--- config.mk ---
export PLATFORM = sky130hd
export DESIGN_NAME = kth_smallest_select
export DESIGN_NICKNAME = d
export VERILOG_FILES = /design/src/sv/kss_pkg.sv /design/src/sv/kth_smallest_select.sv /design/src/sv/kss_ram.sv /design/src/sv/kss_datapath.sv /design/src/sv/kss_ctrl.sv
export SDC_FILE = /design/constraint.sdc
export NUM_CORES = 2
export LEC_CHECK = 0
export BUFFER_PORTS_ARGS = -buffer_cell sky130_fd_sc_hd__buf_2
export CAP_MARGIN = 20
export CORE_MARGIN = 4
export CORE_UTILIZATION = 55
export CTS_CLUSTER_DIAMETER = 80
export DETAILED_ROUTE_END_ITERATION = 10
export GPL_ROUTABILITY_DRIVEN = 0
export PLACE_DENSITY = 0.71
export SYNTH_ARGS = -nofsm -noshare
export SYNTH_HDL_FRONTEND = slang
export SYNTH_HIERARCHICAL = 1
export SYNTH_SLANG_ARGS = --single-unit
export TNS_END_PERCENT = 5
--- constraint.sdc ---
create_clock -name clk -period 5.8 [get_ports clk]
set_clock_uncertainty 0.05 [all_clocks]
set_input_delay 0.87 -clock clk [delete_from_list [all_inputs] [get_ports clk]]
set_output_delay 0.87 -clock clk [all_outputs]
set_load 0.005 [all_outputs]
--- src/sv/kss_pkg.sv ---
// ----------------------------------------------------------------------------
// kss_pkg
// Shared types and constants for the rank selection block.
// ----------------------------------------------------------------------------
`default_nettype none
package kss_pkg;
  localparam int MAX_ELEMENTS = 64;
  localparam int AW = $clog2(MAX_ELEMENTS);
  localparam int CW = AW + 1;
  localparam int DW = 32;
  localparam int RW = 7;

  typedef enum logic [2:0] {
    S_LOAD,
    S_CAND,
    S_CWAIT,
    S_SCAN,
    S_DRAIN,
    S_CHECK,
    S_OUT
  } state_t;

  typedef struct packed {
    logic accept;
    logic cand_rd;
    logic cand_cap;
    logic scan_rd;
    logic check;
    logic finish;
  } cmd_t;

  typedef struct packed {
    logic rank_bad;
    logic scan_end;
    logic hit;
  } stat_t;
endpackage
`default_nettype wire

--- src/sv/kth_smallest_select.sv ---
// ----------------------------------------------------------------------------
// kth_smallest_select
// Loads a set of signed values and returns the k-th smallest one.
// ----------------------------------------------------------------------------
// Loading takes one item per cycle. After the last item, each candidate
// is read and captured, one store read port scans all n values, and the
// counts are checked; no item is taken until the result is delivered.
// A bad rank gives a result in the cycle after the last item.
// Reset empties the set and returns to loading; store contents stay.
`default_nettype none
module kth_smallest_select (
  input  wire logic                          clk,
  input  wire logic                          rst_n,
  input  wire logic                          in_valid,
  output logic                               in_stall,
  input  wire logic signed [kss_pkg::DW-1:0] in_element_value,
  input  wire logic [kss_pkg::RW-1:0]        in_rank,
  input  wire logic                          in_last_item,
  output logic                               out_valid,
  input  wire logic                          out_stall,
  output logic signed [kss_pkg::DW-1:0]      out_selected_value,
  output logic                               out_rank_error
);
  kss_pkg::cmd_t          cmd;
  kss_pkg::stat_t         stat;
  kss_pkg::state_t        state;
  logic [kss_pkg::CW-1:0] count;

  kss_ctrl u_ctrl (
    .clk          (clk),
    .rst_n        (rst_n),
    .in_valid     (in_valid),
    .in_last_item (in_last_item),
    .out_stall    (out_stall),
    .stat         (stat),
    .cmd          (cmd),
    .in_stall     (in_stall),
    .out_valid    (out_valid),
    .state_o      (state)
  );

  kss_datapath u_dp (
    .clk                (clk),
    .rst_n              (rst_n),
    .cmd                (cmd),
    .in_element_value   (in_element_value),
    .in_rank            (in_rank),
    .in_last_item       (in_last_item),
    .stat               (stat),
    .out_selected_value (out_selected_value),
    .out_rank_error     (out_rank_error),
    .count_o            (count)
  );

  a_no_overlap: assert property (@(posedge clk) disable iff (!rst_n)
    out_valid |-> in_stall) else $error("input taken while result pending");

  a_err_zero: assert property (@(posedge clk) disable iff (!rst_n)
    (out_valid && out_rank_error) |-> (out_selected_value == '0))
    else $error("error result carries a nonzero value");

  a_count_cap: assert property (@(posedge clk) disable iff (!rst_n)
    count <= kss_pkg::CW'(kss_pkg::MAX_ELEMENTS)) else $error("set count overflow");

  a_empty_after: assert property (@(posedge clk) disable iff (!rst_n)
    (out_valid && !out_stall) |=> (count == '0 && state == kss_pkg::S_LOAD))
    else $error("set not emptied after result");
endmodule
`default_nettype wire

--- src/sv/kss_ram.sv ---
// ----------------------------------------------------------------------------
// kss_ram
// Generic single-write, single-read RAM with registered read data.
// ----------------------------------------------------------------------------
`default_nettype none
module kss_ram #(
  parameter int WIDTH = 32,
  parameter int DEPTH = 64
) (
  input  wire logic                     clk,
  input  wire logic                     we,
  input  wire logic [$clog2(DEPTH)-1:0] waddr,
  input  wire logic [WIDTH-1:0]         wdata,
  input  wire logic [$clog2(DEPTH)-1:0] raddr,
  output logic      [WIDTH-1:0]         rdata
);
  logic [WIDTH-1:0] mem [DEPTH];

  always_ff @(posedge clk) begin
    if (we) begin
      mem[waddr] <= wdata;
    end
    rdata <= mem[raddr];
  end
endmodule
`default_nettype wire

--- src/sv/kss_datapath.sv ---
// ----------------------------------------------------------------------------
// kss_datapath
// Value store, candidate register and rank counters for selection.
// ----------------------------------------------------------------------------
`default_nettype none
module kss_datapath (
  input  wire logic                          clk,
  input  wire logic                          rst_n,
  input  wire kss_pkg::cmd_t                 cmd,
  input  wire logic signed [kss_pkg::DW-1:0] in_element_value,
  input  wire logic [kss_pkg::RW-1:0]        in_rank,
  input  wire logic                          in_last_item,
  output kss_pkg::stat_t                     stat,
  output logic signed [kss_pkg::DW-1:0]      out_selected_value,
  output logic                               out_rank_error,
  output logic [kss_pkg::CW-1:0]             count_o
);
  logic [kss_pkg::CW-1:0] count_r, count_nxt, n_now;
  logic [kss_pkg::AW-1:0] i_r, i_nxt, j_r, j_nxt, raddr;
  logic [kss_pkg::CW-1:0] lt_r, lt_nxt, le_r, le_nxt;
  logic [kss_pkg::RW-1:0] rank_r, rank_nxt;
  logic signed [kss_pkg::DW-1:0] cand_r, cand_nxt, res_r, res_nxt, rdata;
  logic err_r, err_nxt, cmp_v_r, cmp_v_nxt, room;

  assign room  = count_r < kss_pkg::CW'(kss_pkg::MAX_ELEMENTS);
  assign n_now = room ? count_r + kss_pkg::CW'(1) : count_r;
  assign raddr = cmd.cand_rd ? i_r : j_r;

  kss_ram #(.WIDTH(kss_pkg::DW), .DEPTH(kss_pkg::MAX_ELEMENTS)) u_store (
    .clk   (clk),
    .we    (cmd.accept && room),
    .waddr (count_r[kss_pkg::AW-1:0]),
    .wdata (in_element_value),
    .raddr (raddr),
    .rdata (rdata)
  );

  always_comb begin
    stat.rank_bad = (in_rank == '0) || (in_rank > n_now);
    stat.scan_end = {1'b0, j_r} == (count_r - kss_pkg::CW'(1));
    stat.hit      = (lt_r < rank_r) && (rank_r <= le_r);
  end

  always_comb begin
    count_nxt = count_r;
    i_nxt     = i_r;
    j_nxt     = j_r;
    lt_nxt    = lt_r;
    le_nxt    = le_r;
    rank_nxt  = rank_r;
    cand_nxt  = cand_r;
    res_nxt   = res_r;
    err_nxt   = err_r;
    cmp_v_nxt = cmd.scan_rd;
    if (cmd.accept) begin
      count_nxt = n_now;
      if (in_last_item) begin
        rank_nxt = in_rank;
        i_nxt    = '0;
        res_nxt  = '0;
        err_nxt  = stat.rank_bad;
      end
    end
    if (cmd.cand_cap) begin
      cand_nxt = rdata;
      j_nxt    = '0;
      lt_nxt   = '0;
      le_nxt   = '0;
    end
    if (cmd.scan_rd) begin
      j_nxt = j_r + kss_pkg::AW'(1);
    end
    if (cmp_v_r) begin
      if (rdata < cand_r) begin
        lt_nxt = lt_r + kss_pkg::CW'(1);
      end
      if (rdata <= cand_r) begin
        le_nxt = le_r + kss_pkg::CW'(1);
      end
    end
    if (cmd.check) begin
      if (stat.hit) begin
        res_nxt = cand_r;
        err_nxt = 1'b0;
      end else begin
        i_nxt = i_r + kss_pkg::AW'(1);
      end
    end
    if (cmd.finish) begin
      count_nxt = '0;
    end
  end

  always_ff @(posedge clk) begin
    if (!rst_n) begin
      count_r <= '0;
      cmp_v_r <= 1'b0;
    end else begin
      count_r <= count_nxt;
      cmp_v_r <= cmp_v_nxt;
    end
    i_r    <= i_nxt;
    j_r    <= j_nxt;
    lt_r   <= lt_nxt;
    le_r   <= le_nxt;
    rank_r <= rank_nxt;
    cand_r <= cand_nxt;
    res_r  <= res_nxt;
    err_r  <= err_nxt;
  end

  assign out_selected_value = res_r;
  assign out_rank_error     = err_r;
  assign count_o            = count_r;
endmodule
`default_nettype wire

--- src/sv/kss_ctrl.sv ---
// ----------------------------------------------------------------------------
// kss_ctrl
// Sequencer for loading, candidate scans and result hand-off.
// ----------------------------------------------------------------------------
`default_nettype none
module kss_ctrl (
  input  wire logic           clk,
  input  wire logic           rst_n,
  input  wire logic           in_valid,
  input  wire logic           in_last_item,
  input  wire logic           out_stall,
  input  wire kss_pkg::stat_t stat,
  output kss_pkg::cmd_t       cmd,
  output logic                in_stall,
  output logic                out_valid,
  output kss_pkg::state_t     state_o
);
  kss_pkg::state_t state_r, state_nxt;

  always_comb begin
    state_nxt = state_r;
    case (state_r)
      kss_pkg::S_LOAD: begin
        if (in_valid && in_last_item) begin
          state_nxt = stat.rank_bad ? kss_pkg::S_OUT : kss_pkg::S_CAND;
        end
      end
      kss_pkg::S_CAND:  state_nxt = kss_pkg::S_CWAIT;
      kss_pkg::S_CWAIT: state_nxt = kss_pkg::S_SCAN;
      kss_pkg::S_SCAN: begin
        if (stat.scan_end) begin
          state_nxt = kss_pkg::S_DRAIN;
        end
      end
      kss_pkg::S_DRAIN: state_nxt = kss_pkg::S_CHECK;
      kss_pkg::S_CHECK: state_nxt = stat.hit ? kss_pkg::S_OUT : kss_pkg::S_CAND;
      kss_pkg::S_OUT: begin
        if (!out_stall) begin
          state_nxt = kss_pkg::S_LOAD;
        end
      end
      default: state_nxt = kss_pkg::S_LOAD;
    endcase
  end

  always_comb begin
    cmd       = '0;
    in_stall  = 1'b1;
    out_valid = 1'b0;
    case (state_r)
      kss_pkg::S_LOAD: begin
        in_stall   = 1'b0;
        cmd.accept = in_valid;
      end
      kss_pkg::S_CAND:  cmd.cand_rd  = 1'b1;
      kss_pkg::S_CWAIT: cmd.cand_cap = 1'b1;
      kss_pkg::S_SCAN:  cmd.scan_rd  = 1'b1;
      kss_pkg::S_DRAIN: cmd = '0;
      kss_pkg::S_CHECK: cmd.check    = 1'b1;
      kss_pkg::S_OUT: begin
        out_valid  = 1'b1;
        cmd.finish = !out_stall;
      end
      default: cmd = '0;
    endcase
  end

  always_ff @(posedge clk) begin
    if (!rst_n) begin
      state_r <= kss_pkg::S_LOAD;
    end else begin
      state_r <= state_nxt;
    end
  end

  assign state_o = state_r;
endmodule
`default_nettype wire
==> report_table.html <==
<table>
<tr><th>Metric</th><th>Value</th></tr>
<tr><th colspan="2">Outcome</th></tr>
<tr><td>Result of the run</td><td>complete, no violations</td></tr>
<tr><th colspan="2">STA</th></tr>
<tr><td>Final number of hold-violating endpoints</td><td>0</td></tr>
<tr><td>Transition time of the tightest slew-check pin</td><td>1.24 ns</td></tr>
<tr><td>Setup ws final</td><td>1.13 ns</td></tr>
<tr><td>Total setup violations reported at the end of the flow</td><td>0</td></tr>
<tr><td>Maximum frequency from static timing analysis</td><td>214 MHz</td></tr>
<tr><td>Max-slew headroom</td><td>0.177</td></tr>
<tr><td>Fin Setup TNS</td><td>0 ns</td></tr>
<tr><td>Final Max Tran Viols</td><td>0</td></tr>
<tr><td>Period minus WS final</td><td>4.67 ns</td></tr>
<tr><td>Unrepaired setup endpoints after global routing</td><td>no</td></tr>
<tr><td>Part of the cycle the worst path needs</td><td>0.805</td></tr>
<tr><th colspan="2">Drt</th></tr>
<tr><td>WL final</td><td>208,000 µm</td></tr>
<tr><td>Drt initial violations</td><td>6,282</td></tr>
<tr><td>Via density per instance</td><td>6.51</td></tr>
<tr><td>Vias after detailed routing</td><td>41,500</td></tr>
<tr><td>Number of detailed-route iterations in the first pass</td><td>6</td></tr>
<tr><td>DRC viols</td><td>0</td></tr>
<tr><td>Per-cell routed wire length</td><td>32.6 µm</td></tr>
<tr><td>Post-detailed-route count of antenna-violating nets</td><td>0</td></tr>
<tr><th colspan="2">Critical path</th></tr>
<tr><td>Critical Path Source Type</td><td>flop</td></tr>
<tr><td>Register-to-register setup slack</td><td>1.13 ns</td></tr>
<tr><td>Crit path capture type</td><td>flop</td></tr>
<tr><td>Data arrival at the endpoint of the critical path</td><td>5.29 ns</td></tr>
<tr><td>Required time at the endpoint of the critical path</td><td>6.43 ns</td></tr>
<tr><td>Startpoint-to-endpoint class of the critical path</td><td>flop to flop</td></tr>
<tr><td>Crit-path max FO</td><td>63</td></tr>
<tr><th colspan="2">Clock tree</th></tr>
<tr><td>Source-to-sink clock delay at the later pin of the worst-skew pair</td><td>0.85 ns</td></tr>
<tr><td>Clock buffer count from CTS</td><td>211</td></tr>
<tr><td>CTS Root Cell</td><td>sky130_fd_sc_hd__clkbuf_16</td></tr>
<tr><td>Number of setup buffers added after CTS</td><td>0</td></tr>
<tr><td>Count of hold buffers inserted by post-cts repair</td><td>0</td></tr>
<tr><td>Clock transition time at the flip-flop clock pins of the worst setup and hold paths</td><td>0.06 ns</td></tr>
<tr><td>Deepest level of the CTS H-tree</td><td>4</td></tr>
<tr><td>Maximum count of clock buffers along a single path</td><td>3</td></tr>
<tr><td>Sink count of the clock tree</td><td>2,189</td></tr>
<tr><td>Number of gates resized after cts</td><td>0</td></tr>
<tr><td>TritonCTS clock tree</td><td>yes</td></tr>
<tr><th colspan="2">Cells and area</th></tr>
<tr><td>Finished Cell Area</td><td>0.0950 mm²</td></tr>
<tr><td>Signed area change from the synthesized netlist to the final layout</td><td>12.7%</td></tr>
<tr><td>Fraction of the core area covered by cells at the end of the flow</td><td>0.624</td></tr>
<tr><td>Fraction of final layout cells with drive strength greater than 1</td><td>0.266</td></tr>
<tr><td>Commonest non-fill, non-tap cells in the layout</td><td>sky130_fd_sc_hd__edfxtp_1 (2,093), sky130_fd_sc_hd__mux4_2 (544), sky130_fd_sc_hd__clkbuf_16 (213)</td></tr>
<tr><td>Most common library cell in the layout ignoring fill and taps</td><td>sky130_fd_sc_hd__edfxtp_1</td></tr>
<tr><td>Net total in the final layout</td><td>4,265</td></tr>
<tr><th colspan="2">Pwr</th></tr>
<tr><td>Static Leakage</td><td>30.1 nW</td></tr>
<tr><td>Pwr per Cell Area</td><td>441 mW/mm²</td></tr>
<tr><td>Peak supply drop</td><td>0.000456 V</td></tr>
<tr><th colspan="2">Floorplan</th></tr>
<tr><td>Initial cell density of the core</td><td>0.554</td></tr>
<tr><td>Overall die height</td><td>400 µm</td></tr>
<tr><td>Num ports</td><td>79</td></tr>
<tr><td>Die width</td><td>400 µm</td></tr>
<tr><td>Die Footprint</td><td>0.160 mm²</td></tr>
<tr><td>Core area</td><td>0.152 mm²</td></tr>
<tr><td>Count of standard-cell rows</td><td>143</td></tr>
<tr><th colspan="2">Global route</th></tr>
<tr><td>Antenna violations before repair</td><td>12</td></tr>
<tr><td>Via count of the first global-routing pass</td><td>41,400</td></tr>
<tr><td>Total routing usage reported by global routing</td><td>0.266</td></tr>
<tr><td>Largest net degree at the start of global routing</td><td>96</td></tr>
<tr><td>Remaining global-route overflow</td><td>0</td></tr>
<tr><td>Global-route wire length before repair</td><td>300,000 µm</td></tr>
<tr><th colspan="2">Synthesis</th></tr>
<tr><td>FFs w/ async S/R, synth</td><td>0</td></tr>
<tr><td>Flip-flop and latch count after synthesis</td><td>2,189</td></tr>
<tr><td>Unique cell type count in the Yosys netlist</td><td>65</td></tr>
<tr><td>Sequential fraction of the synthesis area</td><td>0.768</td></tr>
<tr><td>Post-synthesis cell area</td><td>0.0844 mm²</td></tr>
<tr><td>Combinational family with the most area after synthesis</td><td>multiplexers</td></tr>
<tr><td>Synth Area in Simple Gates</td><td>0.0228</td></tr>
<tr><td>Post-Synthesis Cells</td><td>3,912</td></tr>
<tr><td>Mux cell area share after synthesis</td><td>0.162</td></tr>
<tr><td>Average size of a mapped cell</td><td>21.6 µm²</td></tr>
<tr><td>Compound-gate portion of the synthesized area</td><td>0.0224</td></tr>
<tr><td>Post-synthesis adder-cell area fraction</td><td>0.00860</td></tr>
<tr><td>Synthesized-area fraction occupied by xor and xnor cells</td><td>0.00249</td></tr>
<tr><td>Number of nets in the synthesized netlist</td><td>4,014</td></tr>
<tr><td>Total number of yosys warnings</td><td>6</td></tr>
<tr><td>Count of flip-flops with a built-in enable after synthesis</td><td>2,093</td></tr>
<tr><td>Post-synth top flop</td><td>sky130_fd_sc_hd__edfxtp_1</td></tr>
<tr><th colspan="2">Placement</th></tr>
<tr><td>Placement-stage cell area</td><td>0.0883 mm²</td></tr>
<tr><td>Post-detail-place hpwl</td><td>119,000 µm</td></tr>
<tr><td>IO buf count</td><td>78</td></tr>
<tr><td>Worst Setup Slack post-DPL</td><td>1.17 ns</td></tr>
<tr><th colspan="2">Min path</th></tr>
<tr><td>HP Class</td><td>input port to flop</td></tr>
<tr><th colspan="2">Flow run</th></tr>
<tr><td>Number of max-cap violations</td><td>0</td></tr>
</table>
## routing by layer
metal	up-vias	GRT usage	part of all wire
met5	-	0	0.000096
met4	2	0.0882	0.037
met3	374	0.0617	0.11
met2	2360	0.420	0.48
met1	21900	0.372	0.37
li1	16800	-	-
## final cells by class
| type | instances | area [µm²] |
|---|---|---|
| fillers | 9999 | 57200 |
| well taps | 2030 | 2540 |
| inverters | 58 | 218 |
| clock inverters | 96 | 946 |
| repair buffers | 241 | 1900 |
| diodes | 4 | 10.0 |
| flip-flops and latches | 2189 | 64800 |
| clock buffers | 294 | 5750 |
| multi-input cells | 1462 | 18900 |
## per-stage QoR
step,cells,total power [mW],hold slack [ns]
2_1_floorplan,3912,25.1,0.358
3_3_place_gp,5974,28.8,0.379
3_5_place_dp,5980,29.0,0.382
4_1_cts,6370,42.2,0.169
5_1_grt,6370,43.5,0.183
6_report,6374,42.0,0.227
## cell usage after synthesis (3+ instances only)
cell type	count	share of area
sky130_fd_sc_hd__and3_1	10	0.00074
sky130_fd_sc_hd__o31ai_1	3	0.00027
sky130_fd_sc_hd__nand2_1	93	0.0041
sky130_fd_sc_hd__buf_2	59	0.0035
sky130_fd_sc_hd__nor3_1	18	0.0011
sky130_fd_sc_hd__a21o_1	8	0.00071
sky130_fd_sc_hd__a21oi_1	87	0.0052
sky130_fd_sc_hd__buf_4	29	0.0026
sky130_fd_sc_hd__xnor2_1	13	0.0013
sky130_fd_sc_hd__nor2b_1	25	0.0019
sky130_fd_sc_hd__a41o_1	4	0.00047
sky130_fd_sc_hd__o21ai_1	4	0.00024
sky130_fd_sc_hd__and2_1	11	0.00082
sky130_fd_sc_hd__a211o_1	6	0.00062
sky130_fd_sc_hd__mux2i_1	128	0.015
sky130_fd_sc_hd__buf_1	21	0.00093
sky130_fd_sc_hd__o221ai_1	27	0.0028
sky130_fd_sc_hd__nor3b_1	5	0.00045
sky130_fd_sc_hd__a311oi_1	9	0.00093
sky130_fd_sc_hd__o21a_1	4	0.00036
sky130_fd_sc_hd__buf_6	7	0.00093
sky130_fd_sc_hd__mux4_2	544	0.15
sky130_fd_sc_hd__inv_1	58	0.0026
sky130_fd_sc_hd__ha_1	58	0.0086
sky130_fd_sc_hd__or3b_2	3	0.00031
sky130_fd_sc_hd__nand4_1	14	0.0010
sky130_fd_sc_hd__xor2_1	11	0.0011
sky130_fd_sc_hd__mux2_2	7	0.00093
sky130_fd_sc_hd__o32ai_1	4	0.00042
sky130_fd_sc_hd__o31a_1	3	0.00031
sky130_fd_sc_hd__nand3b_1	8	0.00071
sky130_fd_sc_hd__or3_1	3	0.00022
sky130_fd_sc_hd__nor2_1	167	0.0074
sky130_fd_sc_hd__nand2b_1	15	0.0011
sky130_fd_sc_hd__o21ai_0	15	0.00089
sky130_fd_sc_hd__dfxtp_1	96	0.023
sky130_fd_sc_hd__a22oi_1	13	0.0012
sky130_fd_sc_hd__edfxtp_1	2093	0.75
sky130_fd_sc_hd__o22ai_1	85	0.0063
sky130_fd_sc_hd__nand3_1	23	0.0014
sky130_fd_sc_hd__nor4_1	4	0.00030
sky130_fd_sc_hd__clkbuf_1	87	0.0039
## logic make-up after synthesis
family / count (synthesis)
AND/OR/NAND/NOR: 412
buffers and inverters: 261
flip-flops: 2189
multiplexers: 680
AO/OA/AOI/OAI: 288
adder cells (fa/ha/maj): 58
XOR/XNOR: 24
## path summary, 6_finish.rpt
kind	from	to	cells past startpoint
worst max register to register	u_ctrl/state_o[2]$_SDFFE_PN0P_	u_dp/u_store/rdata[24]$_DFF_P_	9
worst min register to register	u_dp/out_selected_value[27]$_DFF_P_	u_dp/out_selected_value[27]$_DFF_P_	2
worst min-delay path	in_rank[4]	u_dp/rank_r[4]$_DFFE_PP_	1
worst max-delay path	u_ctrl/state_o[2]$_SDFFE_PN0P_	u_dp/u_store/rdata[24]$_DFF_P_	9
## worst max-delay path, cell delays in order (launching register included)
cell                      delay [ns]
sky130_fd_sc_hd__dfxtp_1        0.64
sky130_fd_sc_hd__nor3b_1        0.10
sky130_fd_sc_hd__buf_4          0.20
sky130_fd_sc_hd__mux2_8         0.78
sky130_fd_sc_hd__buf_12         0.46
sky130_fd_sc_hd__mux4_2         0.58
sky130_fd_sc_hd__mux2i_1        0.30
sky130_fd_sc_hd__a21oi_1        0.29
sky130_fd_sc_hd__a21oi_1        0.90
sky130_fd_sc_hd__nor2_1         0.09
## flip-flops by register name, indices dropped and copies added, names as in the netlist
| signal | cells |
|---|---|
| u_ctrl/state_o | 3 |
| u_dp/cand_r | 32 |
| u_dp/cmp_v_r | 1 |
| u_dp/count_o | 7 |
| u_dp/i_r | 6 |
| u_dp/j_r | 6 |
| u_dp/le_r | 7 |
| u_dp/lt_r | 7 |
| u_dp/out_rank_error | 1 |
| u_dp/out_selected_value | 32 |
| u_dp/rank_r | 7 |
| u_dp/u_store/mem | 2048 |
| u_dp/u_store/rdata | 32 |
## where the power goes
part / switching [mW] / total [mW] / internal, mW / leakage, nW
sequential: 0.460 / 18.3 / 17.8 / 19.6
combinational: 6.01 / 10.4 / 4.40 / 7.24
clock: 5.77 / 13.3 / 7.51 / 3.26
total: 12.2 / 42.0 / 29.7 / 30.1
Power figures use the tool's default switching activity.
